`config.mk`:
```
export PLATFORM = sky130hd
export DESIGN_NAME = pcc_tone
export DESIGN_NICKNAME = d
export VERILOG_FILES = /design/src/rtl/pcc_pkg.sv /design/src/rtl/pcc_tone.sv
export SDC_FILE = /design/constraint.sdc
export NUM_CORES = 2
export LEC_CHECK = 0
export BUFFER_PORTS_ARGS = -buffer_cell sky130_fd_sc_hd__buf_2
export CAP_MARGIN = 20
export CORE_UTILIZATION = 40
export DETAILED_ROUTE_END_ITERATION = 8
export MAX_ROUTING_LAYER = met4
export PLACE_DENSITY = 0.52
export SYNTH_ARGS = -nofsm -noshare
export SYNTH_HDL_FRONTEND = slang
export SYNTH_SLANG_ARGS = --single-unit
```
`constraint.sdc`:
```
create_clock -name i_clk -period 27.6 [get_ports i_clk]
set_input_delay 5.52 -clock i_clk [delete_from_list [all_inputs] [get_ports i_clk]]
set_output_delay 5.52 -clock i_clk [all_outputs]
set_load 0.01 [all_outputs]
```
`src/rtl/pcc_pkg.sv`:
```
// Shared types, constants and register codes for the pixel color correction block.
package pcc_pkg;

    // Pipeline stage positions
    localparam int NSTG      = 9;
    localparam int ST_GAIN   = 0;
    localparam int ST_CLAMP  = 1;
    localparam int ST_MIX    = 2;
    localparam int ST_SUM    = 3;
    localparam int ST_SQ     = 4;
    localparam int ST_CURVE  = 5;
    localparam int ST_WGT    = 6;
    localparam int ST_ACC    = 7;
    localparam int ST_OUT    = 8;

    // Configuration port geometry
    localparam int CFG_IDX_W  = 3;
    localparam int CFG_DATA_W = 48;

    // Payload and register types
    typedef logic signed [15:0] t_pix_in;
    typedef logic signed [23:0] t_pix_out;
    typedef logic        [23:0] t_gain;
    typedef logic signed [15:0] t_bright;
    typedef logic signed [15:0] t_contrast;
    typedef logic signed [15:0] t_coef;
    typedef logic        [47:0] t_row;
    typedef logic        [14:0] t_chan;   // clamped channel, 0..16384 in Q.14
    typedef logic signed [19:0] t_mixed;  // matrix output in Q.14, unclamped

    // Register indexes on the configuration port
    typedef enum logic [CFG_IDX_W-1:0] {
        CFG_GAIN     = 3'd0,
        CFG_BRIGHT   = 3'd1,
        CFG_CONTRAST = 3'd2,
        CFG_ROW_RED  = 3'd3,
        CFG_ROW_GRN  = 3'd4,
        CFG_ROW_BLU  = 3'd5
    } t_cfg_idx;

    // Reset values
    localparam t_gain     RST_GAIN    = 24'd65536;
    localparam t_row      RST_ROW_RED = 48'h0000_0000_1000;
    localparam t_row      RST_ROW_GRN = 48'h0000_1000_0000;
    localparam t_row      RST_ROW_BLU = 48'h1000_0000_0000;

    // Fixed-point constants
    localparam logic [28:0] ONE_Q28   = 29'h1000_0000;
    localparam int          HALF_Q14  = 8192;
    localparam int          ONE_Q14   = 16384;
    localparam int          OUT_MAX   = 8388607;
    localparam int          OUT_MIN   = -8388608;

endpackage

```
`src/rtl/pcc_tone.sv`:
```
// Per-channel tone stage: S-curve, contrast blend, round and saturate to Q9.14.
module pcc_tone import pcc_pkg::*; (
    input  logic            i_clk,
    input  logic [NSTG-1:0] i_adv,
    input  t_mixed          i_mix,
    input  t_contrast       i_contrast,
    output t_pix_out        o_res
);

    // Square stage
    logic               w_sel;
    logic signed [20:0] w_dist;
    logic signed [41:0] n_sq;
    logic        [38:0] r_sq;
    logic               r_sel;
    t_mixed             r_mix;

    // Curve stage
    logic        [39:0] w_two;
    logic signed [40:0] n_s;
    logic signed [40:0] r_s;
    logic signed [16:0] w_absc;
    logic signed [16:0] w_wt;
    logic signed [36:0] n_wm;
    logic signed [36:0] r_wm;

    // Weight stage
    logic signed [40:0] n_pl;
    logic signed [32:0] n_ph;
    logic signed [40:0] r_pl;
    logic signed [32:0] r_ph;
    logic signed [36:0] r_wm2;

    // Sum and output stages
    logic signed [59:0] n_acc;
    logic signed [59:0] r_acc;
    logic signed [59:0] w_rnd;
    logic signed [31:0] w_r;
    t_pix_out           n_res;
    t_pix_out           r_res;

    // Distance from the nearer end of the curve, then square it
    always_comb begin
        w_sel  = (i_mix >= 20'(HALF_Q14));
        w_dist = w_sel ? (21'(ONE_Q14) - 21'(i_mix)) : 21'(i_mix);
        n_sq   = 42'(w_dist) * 42'(w_dist);
    end

    // S-curve value in Q.28 and linear weight term
    always_comb begin
        w_two  = {r_sq, 1'b0};
        n_s    = r_sel ? ($signed({12'd0, ONE_Q28}) - $signed({1'b0, w_two}))
                       : $signed({1'b0, w_two});
        w_absc = i_contrast[15] ? -17'(i_contrast) : 17'(i_contrast);
        w_wt   = 17'(ONE_Q14) - w_absc;
        n_wm   = 37'(w_wt) * 37'(r_mix);
    end

    // Contrast times curve, split into two partial products
    always_comb begin
        n_pl = 41'(i_contrast) * 41'($signed({1'b0, r_s[23:0]}));
        n_ph = 33'(i_contrast) * 33'($signed(r_s[40:24]));
    end

    // Full blend in Q.42
    assign n_acc = (60'(r_ph) <<< 24) + 60'(r_pl) + (60'(r_wm2) <<< 14);

    // Round half up to Q.14 and saturate
    always_comb begin
        w_rnd = r_acc + 60'sd134217728;
        w_r   = $signed(w_rnd[59:28]);
        if (w_r > 32'(OUT_MAX)) begin
            n_res = 24'(OUT_MAX);
        end else if (w_r < 32'(OUT_MIN)) begin
            n_res = 24'(OUT_MIN);
        end else begin
            n_res = w_r[23:0];
        end
    end

    always_ff @(posedge i_clk) begin
        if (i_adv[ST_SQ]) begin
            r_sq  <= n_sq[38:0];
            r_sel <= w_sel;
            r_mix <= i_mix;
        end
        if (i_adv[ST_CURVE]) begin
            r_s  <= n_s;
            r_wm <= n_wm;
        end
        if (i_adv[ST_WGT]) begin
            r_pl  <= n_pl;
            r_ph  <= n_ph;
            r_wm2 <= r_wm;
        end
        if (i_adv[ST_ACC]) begin
            r_acc <= n_acc;
        end
        if (i_adv[ST_OUT]) begin
            r_res <= n_res;
        end
    end

    assign o_res = r_res;

endmodule

```
==> run summary <==
status = complete, no violations
fin crit share = 58.7%
final-report setup violation count = 0
critical path's top delay family = adder cells
worst skew pair latency = 0.63 ns
TritonCTS Sinks = 288
count of warnings emitted by yosys = 0
Final ANT Viol Nets = 0
final WL = 156,000 µm
first-pass GRT wire length = 253,000 µm
Buf+Inv Stages, Crit Path = 8
wire length per cell = 18.8 µm
cell mode on critical path = fa_1
number of global-route vias before repair = 44.6k
final net count = 8,105
f_max = 61.7 MHz
Final Hold Fails = 0
Worst Setup End Kind = flop
Die Y = 393 µm
Reg2Reg Depth = 23
core footprint = 0.152 mm²
setup ws final = 11.39 ns
CTS Buf Count = 40
Data required, critical path = 27.92 ns
CP max stage delay = 0.87 ns
Area Growth Syn to Fin = 6.64%
Final Util = 43.0%
cells after synthesis = 6,278
CP Class = in -> reg
HP Start = r_wm[16]
post-cts resize count = 0
Root Driver = clkbuf_16
top_reg_cell synth = edfxtp_1
reg2reg start = r_s[8]
total nets after synthesis = 8,135
Vias/cell = 4.91
Die X = 393 µm
largest net degree at the start of global routing = 65
I/O pins = 70
most frequent cells in the layout = 1,537 x inv_1, 1,337 x fa_1, 822 x nand2_1
Rows = 143
gr usage total = 21.6%
reg-to-reg endpoint = r_pl[39]
fin crit period = 16.21 ns
RSZ-0062 raised after global routing = no
via count = 40.8k
Post-CTS Hold Buffers = 0
Max Cap Viol = 0
hold path depth = 0
Clock Path Buffers = 3
Starting DRT DRC Count = 2,138
hold endpoint = r_wm2[16]
grt ovf = 0
First-pass DRT Iterations = 6
max-slew violations = 0
startpoint types = input pin
worst-margin pin slew = 1.11 ns
DIE AREA = 0.155 mm²
Worst slew margin = 25.7%
reg-to-reg slack, setup = 20.31 ns
total negative setup slack = 0 ns
Hold Crit Class = reg -> reg
#FFs+latches synth = 288
Port-buffer cells = 65
Placer Congestion = 0.897
Post-CTS Setup Bufs = 0
Final Skew = 0.0547 ns
ys async rst share = 0%
share of layout cells above drive strength 1 = 3.79%
Starting Density = 40.3%
slowest stage cell, crit path = xor2_1
DRC errors left = 0
Detailed Place HPWL = 125,000 µm
fill count = 14.9k
Max FO, Critical Path = 16
sequential share of the synthesized area = 14.1%
synthesized cell area = 0.0613 mm²
most common cell after layout, fill and taps aside = inv_1
Post-synth EDFFs = 288
CTS tree = done
Worst-path clk slew = 0.06 ns
Distinct cells, synth = 76
CTS H-tree depth = 2
initial antenna violation count = 4
Place WS = 10.85 ns
Worst Path Arrival = 16.54 ns
Mean Syn Cell Area = 9.76 µm²
==> worst max path at each step <==
stage | slack, ns | endpoint | cells past startpoint | start
2_1_floorplan | 13.51 | r_sq[35] | 33 | i_mix[0]
3_3_place_gp | 10.81 | r_sq[37] | 32 | i_mix[0]
3_5_place_dp | 10.85 | r_sq[35] | 32 | i_mix[0]
4_1_cts | 11.43 | r_sq[37] | 32 | i_mix[0]
5_1_grt | 10.59 | r_sq[35] | 32 | i_mix[0]
6_report | 11.39 | r_sq[35] | 32 | i_mix[0]
==> cells by family after synthesis <==
logic type,share of synthesized area (%)
multiplexers,0.0817
flip-flops,14.1
AO/OA/AOI/OAI,4.95
buffers and inverters,10.8
AND/OR/NAND/NOR,12.7
XOR/XNOR,4.06
adder cells (fa/ha/maj),53.3
==> routing by layer <==
metal | part of all wire (%) | up-vias | global-route usage [%] | wire [µm]
met3 | 4.8 | 167 | 2.42 | 7560
met5 | 0 | - | - | 0
met2 | 47 | 875 | 34.7 | 73200
met1 | 46 | 21016 | 29.6 | 72300
li1 | - | 18753 | - | -
met4 | 2.1 | 0 | 4.20 | 3210
==> state kept, by name (all words and copies together) (netlist names) <==
name	count
o_res	24
r_acc	32
r_mix	19
r_ph	33
r_pl	27
r_s	40
r_sel	1
r_sq	38
r_wm	37
r_wm2	37
==> area by class of cell <==
type                            instances  area, µm²  area share (%)
Multi-Input combinational cell       4230      46100            70.5
Sequential cell                       288       8650            13.2
Inverter                             1545       5800            8.87
Tap cell                             2030       2540            3.89
Clock buffer                           44       1020            1.55
Timing Repair Buffer                  143        923            1.41
Clock inverter                         28        310           0.475
Antenna cell                            5       12.5          0.0191
==> metrics by stage <==
step / std cells / hold WS, ns / area, µm²
after floorplan: 6278 / 0.400 / 61300
after global placement: 8235 / 0.405 / 64000
after detailed placement: 8235 / 0.405 / 64000
after CTS: 8307 / 0.397 / 65300
after global routing: 8309 / 0.407 / 65400
final: 8313 / 0.399 / 65400
==> cells in the mapped netlist (all sizes together) (15+ instances only) <==
cell | n | area, µm²
a21o | 58 | 435
a21oi | 127 | 636
and2 | 351 | 2200
and3 | 18 | 113
clkbuf | 203 | 762
edfxtp | 288 | 8650
fa | 1337 | 26800
ha | 474 | 5930
inv | 1539 | 5780
nand2 | 822 | 3090
nand2b | 65 | 414
nand3 | 39 | 195
nor2 | 228 | 856
nor2b | 18 | 113
nor3 | 40 | 200
o21a | 26 | 195
o21ai | 97 | 485
o21bai | 21 | 158
o31ai | 21 | 171
or2 | 15 | 96.4
or3 | 19 | 124
xnor2 | 203 | 1780
xor2 | 81 | 709
==> worst reg2reg max path, stage by stage, from the launching register on <==
cell and delay [ns]:
edfxtp_1 0.90, nand2_1 0.18, fa_1 0.51, inv_1 0.05, fa_1 0.48, inv_1 0.05, fa_1 0.49, inv_1 0.05
fa_1 0.53, inv_1 0.06, fa_1 0.48, inv_1 0.05, fa_1 0.46, ha_1 0.36, o21ai_0 0.11, a221oi_1 0.30
a211oi_1 0.11, a211o_1 0.37, a211o_1 0.34, o211a_1 0.25, or3_1 0.40, nand3b_1 0.13, a21oi_1 0.09, xnor2_1 0.34
Power is not shown: default switching activity piles up to over one toggle a cycle in this logic, so the estimate is an artifact.
