$ cat config.mk
export PLATFORM = sky130hd
export DESIGN_NAME = pcc_front
export DESIGN_NICKNAME = d
export VERILOG_FILES = /design/src/rtl/pcc_pkg.sv /design/src/rtl/pcc_front.sv
export SDC_FILE = /design/constraint.sdc
export NUM_CORES = 1
export LEC_CHECK = 0
export ABC_AREA = 1
export BUFFER_PORTS_ARGS = -buffer_cell sky130_fd_sc_hd__buf_4
export CAP_MARGIN = 20
export CORE_AREA = 2 2 263 265
export CTS_CLUSTER_DIAMETER = 150
export DETAILED_ROUTE_END_ITERATION = 7
export DIE_AREA = 0 0 265 267
export HOLD_SLACK_MARGIN = 0.03
export SLEW_MARGIN = 0
export SYNTH_ARGS = -nofsm -noshare
export SYNTH_HDL_FRONTEND = slang
export SYNTH_SLANG_ARGS = --single-unit
export TNS_END_PERCENT = 1
$ cat constraint.sdc
create_clock -name i_clk -period 9.9 [get_ports i_clk]
set_input_delay 1.98 -clock i_clk [delete_from_list [all_inputs] [get_ports i_clk]]
set_output_delay 1.98 -clock i_clk [all_outputs]
set_load 0.03 [all_outputs]
$ cat src/rtl/pcc_pkg.sv
// Shared types, constants and register codes for the pixel color correction block.
package pcc_pkg;

    // Pipeline stage positions
    localparam int NSTG      = 9;
    localparam int ST_GAIN   = 0;
    localparam int ST_CLAMP  = 1;
    localparam int ST_MIX    = 2;
    localparam int ST_SUM    = 3;
    localparam int ST_SQ     = 4;
    localparam int ST_CURVE  = 5;
    localparam int ST_WGT    = 6;
    localparam int ST_ACC    = 7;
    localparam int ST_OUT    = 8;

    // Configuration port geometry
    localparam int CFG_IDX_W  = 3;
    localparam int CFG_DATA_W = 48;

    // Payload and register types
    typedef logic signed [15:0] t_pix_in;
    typedef logic signed [23:0] t_pix_out;
    typedef logic        [23:0] t_gain;
    typedef logic signed [15:0] t_bright;
    typedef logic signed [15:0] t_contrast;
    typedef logic signed [15:0] t_coef;
    typedef logic        [47:0] t_row;
    typedef logic        [14:0] t_chan;   // clamped channel, 0..16384 in Q.14
    typedef logic signed [19:0] t_mixed;  // matrix output in Q.14, unclamped

    // Register indexes on the configuration port
    typedef enum logic [CFG_IDX_W-1:0] {
        CFG_GAIN     = 3'd0,
        CFG_BRIGHT   = 3'd1,
        CFG_CONTRAST = 3'd2,
        CFG_ROW_RED  = 3'd3,
        CFG_ROW_GRN  = 3'd4,
        CFG_ROW_BLU  = 3'd5
    } t_cfg_idx;

    // Reset values
    localparam t_gain     RST_GAIN    = 24'd65536;
    localparam t_row      RST_ROW_RED = 48'h0000_0000_1000;
    localparam t_row      RST_ROW_GRN = 48'h0000_1000_0000;
    localparam t_row      RST_ROW_BLU = 48'h1000_0000_0000;

    // Fixed-point constants
    localparam logic [28:0] ONE_Q28   = 29'h1000_0000;
    localparam int          HALF_Q14  = 8192;
    localparam int          ONE_Q14   = 16384;
    localparam int          OUT_MAX   = 8388607;
    localparam int          OUT_MIN   = -8388608;

endpackage

$ cat src/rtl/pcc_front.sv
// Per-channel front end: exposure gain, brightness offset, clamp and round to Q.14.
module pcc_front import pcc_pkg::*; (
    input  logic            i_clk,
    input  logic [NSTG-1:0] i_adv,
    input  t_pix_in         i_smp,
    input  t_gain           i_gain,
    input  t_bright         i_bright,
    output t_chan           o_chan
);

    logic signed [40:0] r_prod;
    logic signed [40:0] n_prod;
    logic signed [41:0] w_sum;
    logic        [28:0] w_clamp;
    logic        [29:0] w_rnd;
    t_chan              r_chan;
    t_chan              n_chan;

    // Gain multiply, exact in Q.28
    assign n_prod = 41'(i_smp) * 41'($signed({1'b0, i_gain}));

    // Offset, clamp to [0, 1] and round half up
    always_comb begin
        w_sum = 42'(r_prod) + 42'($signed({i_bright, 13'd0}));
        if (w_sum[41]) begin
            w_clamp = '0;
        end else if (w_sum > $signed({13'd0, ONE_Q28})) begin
            w_clamp = ONE_Q28;
        end else begin
            w_clamp = w_sum[28:0];
        end
        w_rnd  = {1'b0, w_clamp} + 30'(HALF_Q14);
        n_chan = w_rnd[28:14];
    end

    always_ff @(posedge i_clk) begin
        if (i_adv[ST_GAIN]) begin
            r_prod <= n_prod;
        end
        if (i_adv[ST_CLAMP]) begin
            r_chan <= n_chan;
        end
    end

    assign o_chan = r_chan;

endmodule

==> metrics.txt, run 1 <==
status complete, no violations; Post-synth top cells 677 x inv_1, 664 x nand2_1, 307 x fa_1; Ports 81; MaxCap Viol Count 0; Critical Path AT 7.98 ns; Distinct cells, synth 41; worst slew pin tran 0.6157 ns; post-CTS sizing 0; Ys Warns 0; RSZ-0062 raised after global routing no; area of the multi-input gates 12960 um^2; Max Slew Vio Count 0; Ant. Diodes 0; 1st-iter DRT viols 691; Reg area 1682 um^2; die area 70760 um^2; final setup fails 0; DR vias 13630; CP endpoint kind flop; Final min period 7.921 ns; Post-Syn Instances 2339; Placer Congestion 0.8316; Worst EP required 9.96 ns; most frequent cell after synthesis inv_1; Final Skew 0.007738 ns; Die Y 267 um; CTS buffer count 5; Area contributors post-synth fa_1 35%, inv_1 15%, nand2_1 14%; clock root cell clkbuf_16; worst skew pair latency 0.31 ns; Post-synth EDFFs 56; DR vias/cell 4.219; Hold Path Class flop to flop; first-pass iteration count of the detailed router 7; clock-pin slew on the worst setup and hold paths 0.08 ns; post-CTS setup buffers 0; GRT Residual Overflow 0; Seq/Total Area, Yosys 0.09618; Avg WL per Cell 13.13 um; leading area contributor after synthesis fa_1; row cnt 96; Initial Util 0.2572; Yosys reg bits 56; Core ar. 67990 um^2; f_max 126.2 MHz; asr flop ratio synth 0; Sink Count 56; critical path launch point type input port; Slew headroom 0.5891; syn nets 2879; Residual DRC 0; largest net degree at the start of global routing 42; final net count 2888; Top FF cell, synth edfxtp_1; first-pass GRT wire length 70.69 mm; Final period util 0.8002; Mapped Avg Cell Area 7.475 um^2; Final HPWL DP 35.47 mm; Post-Syn Area 17480 um^2; initial antenna violation count 0; crit path kind input port to flop; gr usage total 0.1234; vias in the first global route 13940; Post-DRT Antenna Nets 0; Detailed Route WL 42.42 mm; Port Buffer Count 73; H-tree depth 2; Area Overhead vs Synth 8.766%; Fillers 7420; Final TNS setup 0 ns; DIE WIDTH 265 um; Hold-fix buffers, CTS 0; CTS Buffer Depth 2; Final Hold Viols 0; Synth top area share 0.3515; crit path max fanout 24; share of cells above drive strength 1 0.05449; CTS tree built
cells in the final DEF, fill, tap and decap left out, types with 2 or more instances in the layout:
| cell | count |
|---|---|
| inv_1 | 677 |
| nand2_1 | 664 |
| fa_1 | 307 |
| ha_1 | 167 |
| nor2_1 | 110 |
| buf_4 | 74 |
| a21oi_1 | 61 |
| edfxtp_1 | 56 |
| nand3_1 | 41 |
| xor2_1 | 26 |
| o21ai_0 | 25 |
| xnor2_1 | 23 |
| nand4_1 | 17 |
| nand2_2 | 10 |
| or2_2 | 9 |
| nand3b_1 | 8 |
| nor2_2 | 7 |
| a31oi_1 | 6 |
| a21o_1 | 5 |
| o21a_1 | 5 |
| o21ai_1 | 5 |
| nor3_1 | 5 |
| inv_2 | 5 |
| nand3_2 | 5 |
| clkbuf_16 | 5 |
| nor2_4 | 4 |
| nor4_1 | 2 |
| a221oi_1 | 2 |
| and2_1 | 2 |
| nand2_4 | 2 |
| o31ai_1 | 2 |
per-layer routing:
layer / vias up / global-route usage / part of all wire
li1: 6766 / - / -
met1: 6511 / 0.1710 / 0.48
met2: 321 / 0.2047 / 0.45
met3: 32 / 0.01864 / 0.061
met4: 0 / 0.02290 / 0.012
met5: - / 0 / 0
final cells by class:
cell class / instances / share of cell area
Clock buffer: 5 / 0.006579
Timing Repair Buffer: 74 / 0.02921
Clock inverter: 3 / 0.001184
Inverter: 683 / 0.1348
Sequential cell: 56 / 0.08843
Tap cell: 882 / 0.05803
Multi-Input combinational cell: 1528 / 0.6818
worst max-delay path, stage by stage:
cell     delay [ns]
buf_4          0.29
nand2_1        0.13
fa_1           0.59
inv_1          0.07
fa_1           0.53
inv_1          0.05
fa_1           0.49
inv_1          0.05
fa_1           0.52
fa_1           0.50
inv_1          0.05
fa_1           0.47
inv_1          0.04
ha_1           0.33
a21oi_1        0.26
o21ai_0        0.12
nor2_1         0.11
nand2_1        0.06
a21oi_1        0.23
inv_1          0.07
a21oi_1        0.24
o21ai_0        0.18
a21oi_1        0.29
o21ai_0        0.14
xor2_1         0.15
flip-flops by register name (all words and copies together) (netlist names):
signal and flops:
o_chan 15, r_prod 41
metrics by stage:
step | cell area, um^2 | std cells | setup WS [ns] | hold slack (ns) | util
2_1_floorplan | 17480 | 2339 | 2.125 | 0.7922 | -
3_3_place_gp | 18870 | 3223 | 1.625 | 0.9104 | 0.2776
3_5_place_dp | 18870 | 3223 | 1.624 | 0.9057 | 0.2776
4_1_cts | 19020 | 3231 | 1.957 | 0.9338 | 0.2797
5_1_grt | 19020 | 3231 | 1.606 | 0.9947 | 0.2797
6_report | 19020 | 3231 | 1.979 | 0.9115 | 0.2797
kinds of logic after synthesis:
| logic type | after synthesis | share of synthesized area |
|---|---|---|
| AO/OA/AOI/OAI | 115 | 0.03664 |
| adder cells (fa/ha/maj) | 474 | 0.4710 |
| buffers and inverters | 755 | 0.1623 |
| AND/OR/NAND/NOR | 889 | 0.2084 |
| flip-flops | 56 | 0.09618 |
| XOR/XNOR | 50 | 0.02548 |
path summary, 6_finish.rpt:
kind / startpoint / end / slack, ns / cells past startpoint
worst max-delay path: i_smp[1] / r_prod[38] / 1.98 / 25
worst min-delay path: r_prod[13] / o_chan[0] / 0.91 / 4
worst min register to register: r_prod[13] / o_chan[0] / 0.91 / 4
worst max register to register: r_prod[13] / o_chan[7] / 5.86 / 21
Power of run 1 is left out: the tool's default activity adds up to more than one toggle a clock period on the data nets, which glitch-free logic cannot reach.
==> run 2, diff against run 1 <==
- ABC_AREA: 1 -> 0
- CORE_AREA: 2 2 263 265 -> 2 2 254 256
- DIE_AREA: 0 0 265 267 -> 0 0 256 258
- clock period: 9.9 -> 8 ns (I/O delays scaled with it)
==> run 2 against run 1 <==
Compared with the run above:
- critical path type unchanged
- non-clock buffer count rose by 56
- final cell count fell by 15%
- flip-flop and latch count did not move
==> metrics.txt, run 2 <==
H-tree depth 2 (unchanged); crit path kind input port to flop; critical path launch point type input port; f_max 131.0 MHz; max FFs per register 41 (unchanged); Distinct cells, synth 72 (+76%); Initial Util 0.2564 (-0.0007446); Ports 81 (unchanged); Critical Path AT 7.69 ns (-0.29 ns); worst slew pin tran 0.6565 ns (+0.04076 ns); DR vias/cell 4.417 (+4.7%); Yosys reg bits 56 (unchanged); 1st-iter DRT viols 589 (-15%); Final Skew 0.01085 ns (+0.003111 ns); Final min period 7.632 ns; Post-DRT Antenna Nets 0 (unchanged); Worst EP required 8.06 ns (-1.90 ns); CTS buffer count 5 (unchanged); CP delay by family, top adder cells; Worst R2R Setup Slack 2.84 ns (-3.02 ns); gr usage total 0.1262 (+0.002805); DIE WIDTH 256 um (-3.4%); Detailed Route WL 40.90 mm (-3.6%); CP endpoint kind flop; commonest non-fill, non-tap cell in the layout inv_1; Avg WL per Cell 14.98 um (+14%); DR vias 12062 (-12%); Hold Path Class flop to flop; Top FF cell, synth edfxtp_1; first-pass GRT wire length 67.90 mm (-3.9%); Mapped Avg Cell Area 9.038 um^2 (+21%); commonest cells after routing, fill and taps aside 383 x inv_1, 307 x fa_1, 233 x nand2_1, 170 x and2_1, 167 x ha_1; Area Overhead vs Synth 12.01%; Final TNS setup 0 ns (unchanged); Post-Syn Area 16320 um^2 (-6.6%); final net count 2415 (-16%); Final period util 0.9539; Slew headroom 0.5562 (-0.03289); leading area contributor after synthesis fa_1; Sink Count 56 (unchanged); Post-Syn Instances 1806 (-23%); Hold-fix buffers, CTS 0 (unchanged); GRT Residual Overflow 0 (unchanged); status complete, no violations; most flop-heavy register r_prod; first-pass iteration count of the detailed router 5 (-2); RSZ-0062 raised after global routing no; Max Slew Vio Count 0 (unchanged); Post-synth top cells 383 x inv_1, 307 x fa_1, 233 x nand2_1; Post-synth EDFFs 56 (unchanged); final setup fails 0 (unchanged); post-CTS setup buffers 0 (unchanged); largest net degree at the start of global routing 42 (unchanged); die area 66050 um^2 (-6.7%); most used cell, CP fa_1; Fillers 6670 (-10%); vias in the first global route 13113 (-5.9%); Buffers & Inverters on Critical Path 8 (+1); Core ar. 63650 um^2 (-6.4%); most frequent cell after synthesis inv_1; CTS tree built; Area contributors post-synth fa_1 38%, ha_1 13%, edfxtp_1 10%; post-CTS sizing 0 (unchanged); Port Buffer Count 73 (unchanged); share of cells above drive strength 1 0.08689 (+0.03240); row cnt 93 (-3.1%); initial antenna violation count 0 (unchanged); Ant. Diodes 0 (unchanged); clock root cell clkbuf_16; crit path max fanout 8 (-67%); MaxCap Viol Count 0 (unchanged); Slowest-stage cell, CP fa_1; clock-pin slew on the worst setup and hold paths 0.08 ns (about the same); worst skew pair latency 0.30 ns (about the same); asr flop ratio synth 0 (unchanged); syn nets 2346 (-19%); Residual DRC 0 (unchanged); Seq/Total Area, Yosys 0.1030 (+0.006849); Die Y 258 um (-3.4%); Final HPWL DP 34.33 mm (-3.2%); Ys Warns 0 (unchanged); CTS Buffer Depth 2 (unchanged); Final Hold Viols 0 (unchanged); Synth top area share 0.3765 (+0.02503); Placer Congestion 0.8244 (-0.87%); slowest stage delay, CP 0.54 ns (-0.05 ns)
## run 2: metal layers
layer | global-route usage | vias to the layer above | routed length, um
li1 | - | 5741 | -
met1 | 0.1687 | 5999 | 18880
met2 | 0.2136 | 274 | 19060
met3 | 0.01943 | 48 | 2183
met4 | 0.03119 | 0 | 781
met5 | 0 | - | 0
## run 2: worst paths after layout
path                   start         end  depth (start not counted)
setup / recovery    i_smp[4]  r_prod[40]                         26
hold / removal    r_prod[13]   o_chan[0]                          3
setup reg to reg  r_prod[13]  o_chan[13]                         18
hold reg to reg   r_prod[13]   o_chan[0]                          3
## run 2: metrics by stage
| step | instance area (um^2) | std cells | worst slack [ns] | hold slack, ns | utilization |
|---|---|---|---|---|---|
| global route | 18280 | 2731 | 0.01943 | 0.9828 | 0.2872 |
| CTS | 18280 | 2731 | 0.2995 | 0.9282 | 0.2872 |
| global placement | 18130 | 2723 | 0.04996 | 0.9188 | 0.2848 |
| finish | 18280 | 2731 | 0.3684 | 0.9085 | 0.2872 |
| detailed placement | 18130 | 2723 | -0.03951 | 0.9033 | 0.2848 |
| floorplan | 16320 | 1806 | 0.4099 | 0.7738 | - |
## run 2: logic make-up (layout without fill, tap and decap cells)
group                      count (synthesis)  count (layout)  synth area share
xor gates and xnor gates                  66              66           0.03588
DFF                                       56              56            0.1030
adders and majority gates                474             474            0.5046
AOI/OAI and AO/OA                        194             194           0.07980
muxes                                      2               2          0.001227
and+or+nand+nor                          563             563            0.1713
buffers and inverters                    451             521            0.1043
## run 2: area by class of cell
| cell class | count | area, um^2 | share of cell area |
|---|---|---|---|
| multi-input combinational | 1299 | 12940 | 0.7077 |
| sequential | 56 | 1682 | 0.09198 |
| inverter | 383 | 1438 | 0.07863 |
| tap | 855 | 1070 | 0.05851 |
| timing repair buffer | 130 | 1001 | 0.05475 |
| clock buffer | 5 | 125.1 | 0.006844 |
| clock inverter | 3 | 28.78 | 0.001574 |
## run 2: worst register-to-register path, stage by stage (launching register included)
cell,delay (ns)
edfxtp_1,0.41
ha_1,0.22
fa_1,0.41
a21o_1,0.21
a311o_1,0.40
a311o_1,0.43
a31o_4,0.29
xnor2_2,0.11
o311ai_1,0.10
or4_1,0.49
nor4_2,0.25
buf_4,0.19
and3_1,0.17
ha_1,0.20
nand4_1,0.15
nor3_1,0.47
nand3_1,0.16
xnor2_1,0.19
nor2_2,0.05
Power of run 2 is left out for the same reason.
==> run 3, diff against run 2 <==
- CORE_AREA: 2 2 254 256 -> 2 2 176 178
- DIE_AREA: 0 0 256 258 -> 0 0 178 180
- PLACE_DENSITY: unset -> 0.72
==> run 3 against run 2 <==
Compared with the run above:
- clock skew is 0.0049 ns lower
- maximum frequency is 0.33% lower
- first-iteration DRC count is 74% higher
- critical path depth is 3 lower
- hold slack worse by 0.073 ns
- worst setup slack worse by 0.025 ns
- wire length is 7.4% lower
- global-route usage is 12 points higher
- die area is 51% lower
- via count is 1.3% higher
- register-to-register slack worse by 0.22 ns
- final cell count is 18% lower
- critical endpoint is now r_prod[39]
- largest cell class unchanged
==> metrics.txt, run 3 (same netlist as run 2, synthesis figures left out) <==
GRT Residual Overflow 0 (unchanged); final net count 2393 (-0.91%); H-tree depth 2 (unchanged); status complete, no violations; critical path launch point type input port; worst skew pair latency 0.30 ns (about the same); DR vias/cell 5.433 (+23%); initial antenna violation count 0 (unchanged); clock-pin slew on the worst setup and hold paths 0.07 ns (about the same); Avg WL per Cell 16.83 um (+12%); largest net degree at the start of global routing 42 (unchanged); 1st-iter DRT viols 1027 (+74%); most flop-heavy register r_prod; worst setup margin 0.3430 ns (-0.02541 ns); post-CTS setup buffers 0 (unchanged); Final Skew 0.005981 ns (-0.004868 ns); Detailed Route WL 37.87 mm (-7.4%); Port Buffer Count 73 (unchanged); pre-CTS worst setup slack 0.09355 ns (+0.1331 ns); final setup fails 0 (unchanged); RSZ-0062 raised after global routing no; commonest non-fill, non-tap cell in the layout inv_1; Die Y 180 um (-30%); Final TNS setup 0 ns (unchanged); Final min period 7.657 ns (+0.02541 ns); Worst EP required 8.03 ns (-0.03 ns); Critical Path AT 7.69 ns (about the same); f_max 130.6 MHz (-0.33%); first-pass iteration count of the detailed router 6 (+1); DR vias 12224 (+1.3%); Final Hold Viols 0 (unchanged); Residual DRC 0 (unchanged); Hold-fix buffers, CTS 0 (unchanged); share of cells above drive strength 1 0.07605 (-0.01084); crit path kind input port to flop; crit path max fanout 19 (+11); post-CTS sizing 0 (unchanged); met3 WL 2.892 mm (+32%); Ports 81 (unchanged); Placer Congestion 0.8728 (+5.9%); Core ar. 30190 um^2 (-53%); max layer used met4; Final period util 0.9571 (+0.003177); Hold Path Class flop to flop; first-pass GRT wire length 64.16 mm (-5.5%); row cnt 64 (-31%); die area 32040 um^2 (-51%); gr usage total 0.2503 (+0.1242); CTS tree built; Fillers 2621 (-61%); WL met1 16.62 mm (-12%); Final HPWL DP 30.82 mm (-10%); Post-DRT Antenna Nets 0 (unchanged); Ant. Diodes 0 (unchanged); met2 WL 17.58 mm (-7.8%); Slew headroom 0.5039 (-0.05233); CTS buffer count 5 (unchanged); vias in the first global route 12919 (-1.5%); Sink Count 56 (unchanged); clock root cell clkbuf_16; Initial Util 0.5407 (+0.2842); max FFs per register 41 (unchanged); Area Overhead vs Synth 7.359%; DIE WIDTH 178 um (-30%); worst slew pin tran 0.7254 ns (+0.06898 ns); commonest cells after routing, fill and taps aside 383 x inv_1, 307 x fa_1, 233 x nand2_1, 170 x and2_1, 167 x ha_1; CTS Buffer Depth 2 (unchanged); CP endpoint kind flop; MaxCap Viol Count 0 (unchanged); Max Slew Vio Count 0 (unchanged)
==> run 3: final cells by class <==
type	count	area [um^2]	share of cell area
inverters	383	1438	0.08204
clock buffers	5	125.1	0.007140
multi-input cells	1299	12940	0.7384
clock inverters	3	21.27	0.001214
flip-flops and latches	56	1682	0.09597
repair buffers	108	823.3	0.04698
well taps	396	495.5	0.02828
==> run 3: metal layers <==
layer	vias to the layer above	track usage
li1	5700	-
met1	5995	0.3547
met2	468	0.4068
met3	61	0.03469
met4	0	0.06197
met5	-	0
==> run 3: final timing paths <==
| path | cells past startpoint | slack [ns] | from | end |
|---|---|---|---|---|
| setup / recovery | 23 | 0.34 | i_smp[1] | r_prod[39] |
| hold reg to reg | 3 | 0.84 | r_prod[13] | o_chan[0] |
| hold / removal | 3 | 0.84 | r_prod[13] | o_chan[0] |
| setup reg to reg | 17 | 2.62 | r_prod[13] | o_chan[13] |
==> run 3: worst max-delay path, cell delays in order <==
cell and delay [ns]:
buf_4 0.26, nand2_1 0.13, fa_1 0.52, fa_1 0.54
inv_1 0.05, fa_1 0.45, ha_1 0.28, inv_1 0.05
fa_1 0.45, fa_1 0.50, inv_1 0.05, ha_1 0.20
or3_1 0.39, a221oi_1 0.31, buf_4 0.19, o211ai_1 0.11
a41o_1 0.31, a31o_2 0.28, a221oi_2 0.28, nor3_1 0.12
o41ai_1 0.34, buf_4 0.17, o311ai_0 0.10
==> run 3: through the flow <==
stage	hold slack, ns	cell area [um^2]	util	cells
2_1_floorplan	0.7738	16320	-	1806
3_3_place_gp	0.8163	17380	0.5756	2242
3_5_place_dp	0.8153	17380	0.5756	2242
4_1_cts	0.8464	17520	0.5804	2250
5_1_grt	0.8932	17520	0.5804	2250
6_report	0.8359	17520	0.5804	2250
Power of run 3 is left out for the same reason.
